### src/sv/ils_pkg.sv
// Shared types, codes and constants for the indexed list store.
`timescale 1ns / 1ps

package ils_pkg;

   localparam int unsigned OP_W         = 3;
   localparam int unsigned POS_W        = 8;
   localparam int unsigned DATA_W       = 32;
   localparam int unsigned STATUS_W     = 2;
   localparam int unsigned COUNT_W      = 7;
   localparam int unsigned CAPACITY_DEF = 64;

   localparam logic [OP_W-1:0] OP_GET       = 3'd0;
   localparam logic [OP_W-1:0] OP_ADD_HEAD  = 3'd1;
   localparam logic [OP_W-1:0] OP_ADD_TAIL  = 3'd2;
   localparam logic [OP_W-1:0] OP_ADD_INDEX = 3'd3;
   localparam logic [OP_W-1:0] OP_DELETE    = 3'd4;

   localparam logic [STATUS_W-1:0] ST_OK        = 2'd0;
   localparam logic [STATUS_W-1:0] ST_BAD_INDEX = 2'd1;
   localparam logic [STATUS_W-1:0] ST_FULL      = 2'd2;

   localparam logic signed [DATA_W-1:0] NO_VALUE = -32'sd1;

   typedef enum logic [2:0] {
      ST_IDLE,
      ST_CHECK,
      ST_SHIFT,
      ST_DRAIN,
      ST_PUT,
      ST_FINISH
   } ils_state_type;

   // controller -> datapath
   typedef struct packed {
      logic capture;
      logic shift_start;
      logic shift_read;
      logic get_read;
      logic write_new;
      logic finish;
   } ils_cmd_type;

   // datapath -> controller
   typedef struct packed {
      logic get_ok;
      logic ins_ok;
      logic del_ok;
      logic is_insert;
      logic need_shift;
      logic last_step;
      logic out_free;
   } ils_stat_type;

endpackage

### src/sv/ils_if.sv
// Request and response channel interfaces for the indexed list store.
`timescale 1ns / 1ps

interface ils_req_if;
   logic                                valid;
   logic                                ready;
   logic [ils_pkg::OP_W-1:0]            op;
   logic [ils_pkg::POS_W-1:0]           position;
   logic signed [ils_pkg::DATA_W-1:0]   value;

   modport source (output valid, output op, output position, output value, input ready);
   modport sink   (input valid, input op, input position, input value, output ready);
endinterface

interface ils_rsp_if;
   logic                                valid;
   logic                                ready;
   logic signed [ils_pkg::DATA_W-1:0]   read_value;
   logic [ils_pkg::STATUS_W-1:0]        status;
   logic [ils_pkg::COUNT_W-1:0]         count;

   modport source (output valid, output read_value, output status, output count, input ready);
   modport sink   (input valid, input read_value, input status, input count, output ready);
endinterface

### src/sv/ils_ram.sv
// Generic simple dual-port RAM, one write port, one registered read port.
`timescale 1ns / 1ps

module ils_ram #(
   parameter int unsigned WIDTH = 32,
   parameter int unsigned DEPTH = 64
) (
   input  logic                     clock,
   input  logic                     wr_en,
   input  logic [$clog2(DEPTH)-1:0] wr_addr,
   input  logic [WIDTH-1:0]         wr_data,
   input  logic                     rd_en,
   input  logic [$clog2(DEPTH)-1:0] rd_addr,
   output logic [WIDTH-1:0]         rd_data
);

   logic [WIDTH-1:0] mem_ff [DEPTH];
   logic [WIDTH-1:0] rd_data_ff;

   always_ff @(posedge clock) begin
      if (wr_en) begin
         mem_ff[wr_addr] <= wr_data;
      end
      if (rd_en) begin
         rd_data_ff <= mem_ff[rd_addr];
      end
   end

   assign rd_data = rd_data_ff;

endmodule

### src/sv/ils_ctrl.sv
// Controller state machine for the indexed list store.
`timescale 1ns / 1ps

module ils_ctrl (
   input  logic                  clock,
   input  logic                  reset,
   input  logic                  req_valid,
   output logic                  req_ready,
   input  ils_pkg::ils_stat_type stat,
   output ils_pkg::ils_cmd_type  cmd
);

   ils_pkg::ils_state_type state_ff, state_in;

   always_ff @(posedge clock) begin
      if (reset) begin
         state_ff <= ils_pkg::ST_IDLE;
      end else begin
         state_ff <= state_in;
      end
   end

   always_comb begin
      state_in  = state_ff;
      cmd       = '0;
      req_ready = 1'b0;
      unique case (state_ff)
         ils_pkg::ST_IDLE: begin
            req_ready = 1'b1;
            if (req_valid) begin
               cmd.capture = 1'b1;
               state_in    = ils_pkg::ST_CHECK;
            end
         end
         ils_pkg::ST_CHECK: begin
            priority if (stat.get_ok) begin
               cmd.get_read = 1'b1;
               state_in     = ils_pkg::ST_FINISH;
            end else if ((stat.ins_ok || stat.del_ok) && stat.need_shift) begin
               cmd.shift_start = 1'b1;
               state_in        = ils_pkg::ST_SHIFT;
            end else if (stat.ins_ok) begin
               state_in = ils_pkg::ST_PUT;
            end else begin
               state_in = ils_pkg::ST_FINISH;
            end
         end
         ils_pkg::ST_SHIFT: begin
            cmd.shift_read = 1'b1;
            if (stat.last_step) begin
               state_in = ils_pkg::ST_DRAIN;
            end
         end
         ils_pkg::ST_DRAIN: begin
            // last moved element is written this cycle
            state_in = stat.is_insert ? ils_pkg::ST_PUT : ils_pkg::ST_FINISH;
         end
         ils_pkg::ST_PUT: begin
            cmd.write_new = 1'b1;
            state_in      = ils_pkg::ST_FINISH;
         end
         ils_pkg::ST_FINISH: begin
            if (stat.out_free) begin
               cmd.finish = 1'b1;
               state_in   = ils_pkg::ST_IDLE;
            end
         end
         default: begin
            state_in = ils_pkg::ST_IDLE;
         end
      endcase
   end

endmodule

### src/sv/ils_dpath.sv
// Datapath: request registers, length, shift counter, element RAM, response register.
`timescale 1ns / 1ps

module ils_dpath #(
   parameter int unsigned CAPACITY = ils_pkg::CAPACITY_DEF
) (
   input  logic                                 clock,
   input  logic                                 reset,
   input  logic [ils_pkg::OP_W-1:0]             req_op,
   input  logic [ils_pkg::POS_W-1:0]            req_position,
   input  logic signed [ils_pkg::DATA_W-1:0]    req_value,
   output logic                                 rsp_valid,
   input  logic                                 rsp_ready,
   output logic signed [ils_pkg::DATA_W-1:0]    rsp_read_value,
   output logic [ils_pkg::STATUS_W-1:0]         rsp_status,
   output logic [ils_pkg::COUNT_W-1:0]          rsp_count,
   input  ils_pkg::ils_cmd_type                 cmd,
   output ils_pkg::ils_stat_type                stat
);

   localparam int unsigned ADDR_W = $clog2(CAPACITY);
   localparam int unsigned LEN_W  = $clog2(CAPACITY + 1);
   // wide enough for length and position plus one
   localparam int unsigned CMP_W  =
      ((LEN_W > ils_pkg::POS_W) ? LEN_W : ils_pkg::POS_W) + 1;

   logic [ils_pkg::OP_W-1:0]          op_ff;
   logic [ils_pkg::POS_W-1:0]         pos_ff;
   logic signed [ils_pkg::DATA_W-1:0] value_ff;
   logic [LEN_W-1:0]                  len_ff, len_in;
   logic [ADDR_W-1:0]                 rd_idx_ff, rd_idx_in;
   logic [ADDR_W-1:0]                 wr_addr_ff, wr_addr_in;
   logic                              wr_pend_ff;

   logic                              rsp_valid_ff;
   logic signed [ils_pkg::DATA_W-1:0] rsp_read_value_ff;
   logic [ils_pkg::STATUS_W-1:0]      rsp_status_ff;
   logic [ils_pkg::COUNT_W-1:0]       rsp_count_ff;

   logic [CMP_W-1:0] len_ext, pos_ext, ins_pos_ext, first_ext, last_ext, new_len_ext;
   logic             is_get, is_ins, is_del;
   logic             get_idx_ok, ins_idx_ok, del_idx_ok, full;
   logic [ils_pkg::STATUS_W-1:0] status;
   logic [ADDR_W-1:0] ins_addr, first_addr, last_addr;

   logic                      ram_wr_en, ram_rd_en;
   logic [ADDR_W-1:0]         ram_wr_addr, ram_rd_addr;
   logic [ils_pkg::DATA_W-1:0] ram_wr_data, ram_rd_data;

   // ---- decode and checks ----
   always_comb begin
      len_ext = CMP_W'(len_ff);
      pos_ext = CMP_W'(pos_ff);
      is_get  = (op_ff == ils_pkg::OP_GET);
      is_del  = (op_ff == ils_pkg::OP_DELETE);
      is_ins  = (op_ff == ils_pkg::OP_ADD_HEAD) || (op_ff == ils_pkg::OP_ADD_TAIL) ||
                (op_ff == ils_pkg::OP_ADD_INDEX);
      priority case (op_ff)
         ils_pkg::OP_ADD_HEAD: ins_pos_ext = '0;
         ils_pkg::OP_ADD_TAIL: ins_pos_ext = len_ext;
         default:              ins_pos_ext = pos_ext;
      endcase
      get_idx_ok = (pos_ext < len_ext);
      del_idx_ok = (pos_ext < len_ext);
      ins_idx_ok = (ins_pos_ext <= len_ext);
      full       = (len_ext == CMP_W'(CAPACITY));

      if (is_get) begin
         status = get_idx_ok ? ils_pkg::ST_OK : ils_pkg::ST_BAD_INDEX;
      end else if (is_ins) begin
         priority if (!ins_idx_ok) status = ils_pkg::ST_BAD_INDEX;
         else if (full)            status = ils_pkg::ST_FULL;
         else                      status = ils_pkg::ST_OK;
      end else if (is_del) begin
         status = del_idx_ok ? ils_pkg::ST_OK : ils_pkg::ST_BAD_INDEX;
      end else begin
         status = ils_pkg::ST_BAD_INDEX;
      end

      // insert moves len-1 down to pos up by one; delete moves pos+1 up to len-1 down
      first_ext  = is_ins ? (len_ext - CMP_W'(1)) : (pos_ext + CMP_W'(1));
      last_ext   = is_ins ? ins_pos_ext : (len_ext - CMP_W'(1));
      first_addr = first_ext[ADDR_W-1:0];
      last_addr  = last_ext[ADDR_W-1:0];
      ins_addr   = ins_pos_ext[ADDR_W-1:0];

      stat.get_ok     = is_get && get_idx_ok;
      stat.ins_ok     = is_ins && ins_idx_ok && !full;
      stat.del_ok     = is_del && del_idx_ok;
      stat.is_insert  = is_ins;
      stat.need_shift = is_ins ? (ins_pos_ext < len_ext)
                               : ((pos_ext + CMP_W'(1)) < len_ext);
      stat.last_step  = (rd_idx_ff == last_addr);
      stat.out_free   = !rsp_valid_ff || rsp_ready;
   end

   // ---- length after this request ----
   always_comb begin
      len_in = len_ff;
      if (status == ils_pkg::ST_OK) begin
         if (is_ins) begin
            len_in = len_ff + LEN_W'(1);
         end else if (is_del) begin
            len_in = len_ff - LEN_W'(1);
         end
      end
      new_len_ext = CMP_W'(len_in);
   end

   // ---- shift counters ----
   always_comb begin
      rd_idx_in  = rd_idx_ff;
      wr_addr_in = wr_addr_ff;
      if (cmd.shift_start) begin
         rd_idx_in = first_addr;
      end else if (cmd.shift_read) begin
         rd_idx_in  = is_ins ? (rd_idx_ff - ADDR_W'(1)) : (rd_idx_ff + ADDR_W'(1));
         wr_addr_in = is_ins ? (rd_idx_ff + ADDR_W'(1)) : (rd_idx_ff - ADDR_W'(1));
      end
   end

   always_ff @(posedge clock) begin
      if (reset) begin
         len_ff       <= '0;
         wr_pend_ff   <= 1'b0;
         rsp_valid_ff <= 1'b0;
      end else begin
         wr_pend_ff <= cmd.shift_read;
         if (cmd.finish) begin
            len_ff       <= len_in;
            rsp_valid_ff <= 1'b1;
         end else if (rsp_ready) begin
            rsp_valid_ff <= 1'b0;
         end
      end
   end

   always_ff @(posedge clock) begin
      rd_idx_ff  <= rd_idx_in;
      wr_addr_ff <= wr_addr_in;
      if (cmd.capture) begin
         op_ff    <= req_op;
         pos_ff   <= req_position;
         value_ff <= req_value;
      end
      if (cmd.finish) begin
         rsp_read_value_ff <= stat.get_ok ? $signed(ram_rd_data) : ils_pkg::NO_VALUE;
         rsp_status_ff     <= status;
         rsp_count_ff      <= new_len_ext[ils_pkg::COUNT_W-1:0];
      end
   end

   // ---- element store ----
   always_comb begin
      ram_rd_en   = cmd.get_read || cmd.shift_read;
      ram_rd_addr = cmd.get_read ? pos_ext[ADDR_W-1:0] : rd_idx_ff;
      ram_wr_en   = cmd.write_new || wr_pend_ff;
      ram_wr_addr = cmd.write_new ? ins_addr : wr_addr_ff;
      ram_wr_data = cmd.write_new ? value_ff : ram_rd_data;
   end

   ils_ram #(
      .WIDTH (ils_pkg::DATA_W),
      .DEPTH (CAPACITY)
   ) u_ram (
      .clock   (clock),
      .wr_en   (ram_wr_en),
      .wr_addr (ram_wr_addr),
      .wr_data (ram_wr_data),
      .rd_en   (ram_rd_en),
      .rd_addr (ram_rd_addr),
      .rd_data (ram_rd_data)
   );

   assign rsp_valid      = rsp_valid_ff;
   assign rsp_read_value = rsp_read_value_ff;
   assign rsp_status     = rsp_status_ff;
   assign rsp_count      = rsp_count_ff;

endmodule

### src/sv/indexed_list_store.sv
// Sequence per request: check, then for an insert or delete that moves m elements a shift sweep,
// then for an insert the new-element write, then the response load (m = elements moved: up to
// length on insert, length-1 on delete; one per cycle through the RAM ports).
// Throughput: one request in flight, next accepted the cycle after the response is loaded;
// the next is taken while a response waits in the output register.
// Reset (synchronous, active high) empties the list; RAM contents are not cleared.
`timescale 1ns / 1ps

module indexed_list_store #(
   parameter int unsigned CAPACITY = ils_pkg::CAPACITY_DEF
) (
   input  logic  clock,
   input  logic  reset,
   ils_req_if.sink   req_chan,
   ils_rsp_if.source rsp_chan
);

   // controller <-> datapath handshake bundles
   ils_pkg::ils_cmd_type  cmd;
   ils_pkg::ils_stat_type stat;

   // sequencer: check, optional shift sweep, new-element write, response load
   ils_ctrl u_ctrl (
      .clock     (clock),
      .reset     (reset),
      .req_valid (req_chan.valid),
      .req_ready (req_chan.ready),
      .stat      (stat),
      .cmd       (cmd)
   );

   // storage, length and response register
   ils_dpath #(
      .CAPACITY (CAPACITY)
   ) u_dpath (
      .clock          (clock),
      .reset          (reset),
      .req_op         (req_chan.op),
      .req_position   (req_chan.position),
      .req_value      (req_chan.value),
      .rsp_valid      (rsp_chan.valid),
      .rsp_ready      (rsp_chan.ready),
      .rsp_read_value (rsp_chan.read_value),
      .rsp_status     (rsp_chan.status),
      .rsp_count      (rsp_chan.count),
      .cmd            (cmd),
      .stat           (stat)
   );

endmodule

### src/flat_wrapper.sv
// flat-port wrapper written by rule: the top's interface ports become plain ports
module indexed_list_store_flat 
#(
   parameter int unsigned CAPACITY = ils_pkg::CAPACITY_DEF
)
  (clock, reset, req_chan_valid, req_chan_op, req_chan_position, req_chan_value, req_chan_ready, rsp_chan_valid, rsp_chan_read_value, rsp_chan_status, rsp_chan_count, rsp_chan_ready);
  ils_req_if req_chan_i ();
  ils_rsp_if rsp_chan_i ();
  input  logic clock;
  input  logic reset;
  input wire logic [$bits(req_chan_i.valid)-1:0] req_chan_valid;
  input wire logic [$bits(req_chan_i.op)-1:0] req_chan_op;
  input wire logic [$bits(req_chan_i.position)-1:0] req_chan_position;
  input wire logic [$bits(req_chan_i.value)-1:0] req_chan_value;
  output wire logic [$bits(req_chan_i.ready)-1:0] req_chan_ready;
  output wire logic [$bits(rsp_chan_i.valid)-1:0] rsp_chan_valid;
  output wire logic [$bits(rsp_chan_i.read_value)-1:0] rsp_chan_read_value;
  output wire logic [$bits(rsp_chan_i.status)-1:0] rsp_chan_status;
  output wire logic [$bits(rsp_chan_i.count)-1:0] rsp_chan_count;
  input wire logic [$bits(rsp_chan_i.ready)-1:0] rsp_chan_ready;
  assign req_chan_i.valid = req_chan_valid;
  assign req_chan_i.op = req_chan_op;
  assign req_chan_i.position = req_chan_position;
  assign req_chan_i.value = req_chan_value;
  assign req_chan_ready = req_chan_i.ready;
  assign rsp_chan_valid = rsp_chan_i.valid;
  assign rsp_chan_read_value = rsp_chan_i.read_value;
  assign rsp_chan_status = rsp_chan_i.status;
  assign rsp_chan_count = rsp_chan_i.count;
  assign rsp_chan_i.ready = rsp_chan_ready;
  indexed_list_store #(.CAPACITY(CAPACITY)) u_core (.clock(clock), .reset(reset), .req_chan(req_chan_i), .rsp_chan(rsp_chan_i));
endmodule
### config.mk
export PLATFORM = sky130hd
export DESIGN_NAME = indexed_list_store_flat
export DESIGN_NICKNAME = d
export VERILOG_FILES = /design/src/sv/ils_pkg.sv /design/src/sv/ils_if.sv /design/src/sv/ils_ram.sv /design/src/sv/ils_ctrl.sv /design/src/sv/ils_dpath.sv /design/src/sv/indexed_list_store.sv /design/src/flat_wrapper.sv
export SDC_FILE = /design/constraint.sdc
export NUM_CORES = 2
export LEC_CHECK = 0
export BUFFER_PORTS_ARGS = -buffer_cell sky130_fd_sc_hd__buf_4
export CAP_MARGIN = 20
export CORE_UTILIZATION = 30
export DETAILED_ROUTE_END_ITERATION = 10
export GPL_ROUTABILITY_DRIVEN = 0
export PLACE_DENSITY_LB_ADDON = 0.1
export SETUP_SLACK_MARGIN = 0.05
export SLEW_MARGIN = 15
export SYNTH_ARGS = -nofsm -noshare
export SYNTH_HDL_FRONTEND = slang
export SYNTH_SLANG_ARGS = --single-unit
### constraint.sdc
create_clock -name clock -period 5.7 [get_ports clock]
set_input_delay 0.285 -clock clock [delete_from_list [all_inputs] [get_ports clock]]
set_output_delay 0.285 -clock clock [all_outputs]
set_load 0.005 [all_outputs]
==> impl_metrics.yaml <==
status:
  status: "finished clean"
pwr:
  leakagePower_nw: 34.2
  p_sw_w: 0.00753
  seq_power_share: 0.523
  power_frac_clock: 0.438
  powerDensity_mw_per_mm2: 338
  peakVddDrop_mv: 0.237
  swShare: 0.219
  p_int_w: 0.0269
  power_frac_comb: 0.040
clock_network:
  clk_latency_ns: 0.91
  cts_buffer_depth: 4
  cts_inserted_buffers: 242
  cts_tree: "built"
  cts_sinks: 2188
  cts-htree-levels: 4
  root_buffer: "clkbuf_16"
  clkTransAtPathRegs_ns: 0.06
setup_path:
  crit_family: "simple AND/OR/NAND/NOR gates"
  cp-end-kind: "register"
  cp_max_fo: 63
  path_class: "register to register"
  crit_chain: "inv_1, ha_1, nand2_1, o21ai_0, a211o_4, mux2i_4, buf_12, buf_12, mux2i_1, o22ai_1, nor4_1, and4_1, nand4_1"
  reg2reg_slack_ns: 0.26
  path_buf_inv: 3
  cp-start-kind: "register"
  crit_slowest_cell: "nor4_1"
  critPathArrivalTime_ns: 6.02
  reg2reg_to: "u_core.u_dpath.u_ram.rd_data[15]"
  r2r-start: "u_core.u_dpath.len_ff[2]"
  critPathMostFrequentCell: "buf_12"
  critPathRequiredTime_ns: 6.28
  critPathMaxStageDelay_ns: 0.95
  ff2ff_path_depth: 13
synthesis:
  netlist.area_leader.share: 0.757
  syn_area_mm2: 0.0864
  async_flop_share: 0
  netlist_instances: 5740
  ys_ff_latch: 2188
  synth.most_common_cell: "edfxtp_1"
  synth_edf_count: 2176
  synth_top_cell_by_area: "edfxtp_1"
  ys.flop_type: "edfxtp_1"
  synthTopCellsByCount: "edfxtp_1, nand2_1, nand3_1"
  synth_seq_area_share: 0.759
  ys_types: 70
  synthTopCellsByArea: "edfxtp_1, mux2i_1, nand2_1, nand3_1, o22ai_1"
  syn_nets: 5812
  synth_area_per_cell_um2: 15.0
  yosys_warnings: 0
placed_design:
  place_hpwl_um: 172000
  placed_area_mm2: 0.0939
  io_buffer_count: 89
drt:
  vias: 51400
  wirelength_um: 293000
  drc: 0
  drtIter0Drc: 4818
  post_drt_via_cell_ratio: 5.11
  wire_per_inst_um: 29.2
  drt_pre_antenna_iters: 5
  ant_nets: 0
sta:
  final.min_clock_period_ns: 5.44
  hold_viol: 0
  final.period_utilization: 0.954
  slew_headroom: 0.239
  tightestPinTransition_ns: 1.14
  rsz0062_at_grt: "false"
  clock_skew_ns: 0.0347
  fmax_mhz: 184
  setup_violations: 0
  slew_violations: 0
cells_and_area:
  area_delta_synth_final_pct: 18.1
  drive_gt1_frac: 0.140
  finalInstanceArea_mm2: 0.102
  final_nets: 6166
  fin_util: 0.357
floorplan:
  die-area_mm2: 0.290
  die_w_um: 539
  core_mm2: 0.286
  fp-row-count: 196
  num_io_pins: 90
  initial_core_util: 0.302
  die_h_um: 539
global_routing:
  grt_max_degree: 149
  grt_overflow_total: 0
  grt_pass1_vias: 50100
  grt_pass1_wl_um: 407000
  grt_antenna_before_repair: 17
  grt_usage: 0.197
run:
  drv_cap: 0
worst_hold_path:
  min_from: "req_chan_value[1]"
  worstHoldPathCells: 2
  min_to: "u_core.u_dpath.value_ff[1]"
  hold_class: "primary input to register"
## per-stage QoR
step | cells | setup TNS [ns] | hold WS (ns) | setup WS, ns | total power, W
2_1_floorplan | 5740 | 0 | 0.364 | 1.58 | 0.0190
3_3_place_gp | 9557 | -1.31 | 0.464 | -0.678 | 0.0197
5_1_grt | 10100 | 0 | 0.0791 | 0.0545 | 0.0354
6_report | 10100 | 0 | 0.101 | 0.261 | 0.0344
4_1_cts | 10000 | 0 | 0.0316 | 0.177 | 0.0348
3_5_place_dp | 9562 | -0.192 | 0.464 | -0.192 | 0.0197
## area by class of cell
| cell class | instances | area, µm² |
|---|---|---|
| Antenna cell | 8 | 20.0 |
| Clock buffer | 293 | 6340 |
| Clock inverter | 143 | 1110 |
| Fill cell | 27100 | 184000 |
| Inverter | 20 | 75.1 |
| Multi-Input combinational cell | 3197 | 19900 |
| Sequential cell | 2188 | 65600 |
| Tap cell | 3762 | 4710 |
| Timing Repair Buffer | 445 | 4240 |
## flip-flops by register name, summed over array words and instances, names as in the netlist
signal                         cells
u_core.u_dpath.wr_addr_ff          6
u_core.u_dpath.wr_pend_ff          1
u_core.u_dpath.rsp_read_value     32
u_core.u_dpath.pos_ff              8
u_core.u_dpath.u_ram.mem_ff     2048
u_core.u_dpath.rsp_count           7
u_core.u_dpath.rd_idx_ff           6
u_core.u_ctrl.state_ff             3
u_core.u_dpath.rsp_valid           1
u_core.u_dpath.op_ff               3
u_core.u_dpath.value_ff           32
u_core.u_dpath.len_ff              7
u_core.u_dpath.rsp_status          2
u_core.u_dpath.u_ram.rd_data      32
## repair_timing
action                                  4_1_cts  5_1_grt
setup buffers                                 0        0
endpoints found under the setup margin        1        5
gates resized for setup                       1        2
hold buffers                                 47        0
endpoints found under the hold margin        55        0
pin swaps                                     0        0
## cells by family after synthesis
| logic type | Yosys count | share of synthesized area |
|---|---|---|
| buffers and inverters | 355 | 0.0195 |
| multiplexers | 521 | 0.0614 |
| AND/OR/NAND/NOR | 1922 | 0.0983 |
| adder cells (fa/ha/maj) | 25 | 0.00362 |
| XOR/XNOR | 32 | 0.00325 |
| flip-flops | 2188 | 0.759 |
| AO/OA/AOI/OAI | 697 | 0.0545 |
## power groups by stage
stage               Combinational, W  Clock [W]  Sequential, W
global route                 0.00146     0.0160         0.0180
detailed placement           0.00133          0         0.0183
global placement             0.00131          0         0.0183
finish                       0.00136     0.0151         0.0180
CTS                          0.00136     0.0154         0.0180
floorplan                   0.000665          0         0.0183
## placed cells by master, fill, tap and decap left out, types with 40 or more instances in the layout
| cell | count |
|---|---|
| a21oi_1 | 187 |
| a221oi_1 | 100 |
| a31oi_1 | 71 |
| buf_12 | 63 |
| buf_4 | 332 |
| clkbuf_1 | 42 |
| clkbuf_16 | 242 |
| clkinv_1 | 70 |
| clkinv_2 | 45 |
| dlygate4sd3_1 | 47 |
| edfxtp_1 | 2176 |
| mux2_2 | 41 |
| mux2i_1 | 465 |
| nand2_1 | 1083 |
| nand2b_1 | 46 |
| nand3_1 | 477 |
| nor2_1 | 51 |
| nor2_4 | 65 |
| nor4_1 | 40 |
| o22ai_1 | 168 |
## worst max-delay path by stage
stage,startpoint,to,slack [ns],depth (start not counted)
2_1_floorplan,u_core.u_dpath.op_ff[1],u_core.u_dpath.rd_idx_ff[0],1.58,16
5_1_grt,u_core.u_dpath.len_ff[2],u_core.u_dpath.u_ram.rd_data[28],0.05,14
6_report,u_core.u_dpath.len_ff[2],u_core.u_dpath.u_ram.rd_data[15],0.26,13
3_3_place_gp,u_core.u_dpath.len_ff[2],u_core.u_dpath.u_ram.rd_data[2],-0.68,13
3_5_place_dp,u_core.u_dpath.len_ff[2],u_core.u_dpath.u_ram.rd_data[28],-0.19,14
4_1_cts,u_core.u_dpath.len_ff[2],u_core.u_dpath.u_ram.rd_data[28],0.18,14
## metal layers
layer / track usage / wire length (µm) / vias up
li1: - / - / 22700
met1: 0.282 / 136000 / 26800
met2: 0.310 / 134000 / 1530
met3: 0.0359 / 18200 / 321
met4: 0.0449 / 5700 / 4
met5: 0.00510 / 29 / -
Power figures use the tool's default switching activity.
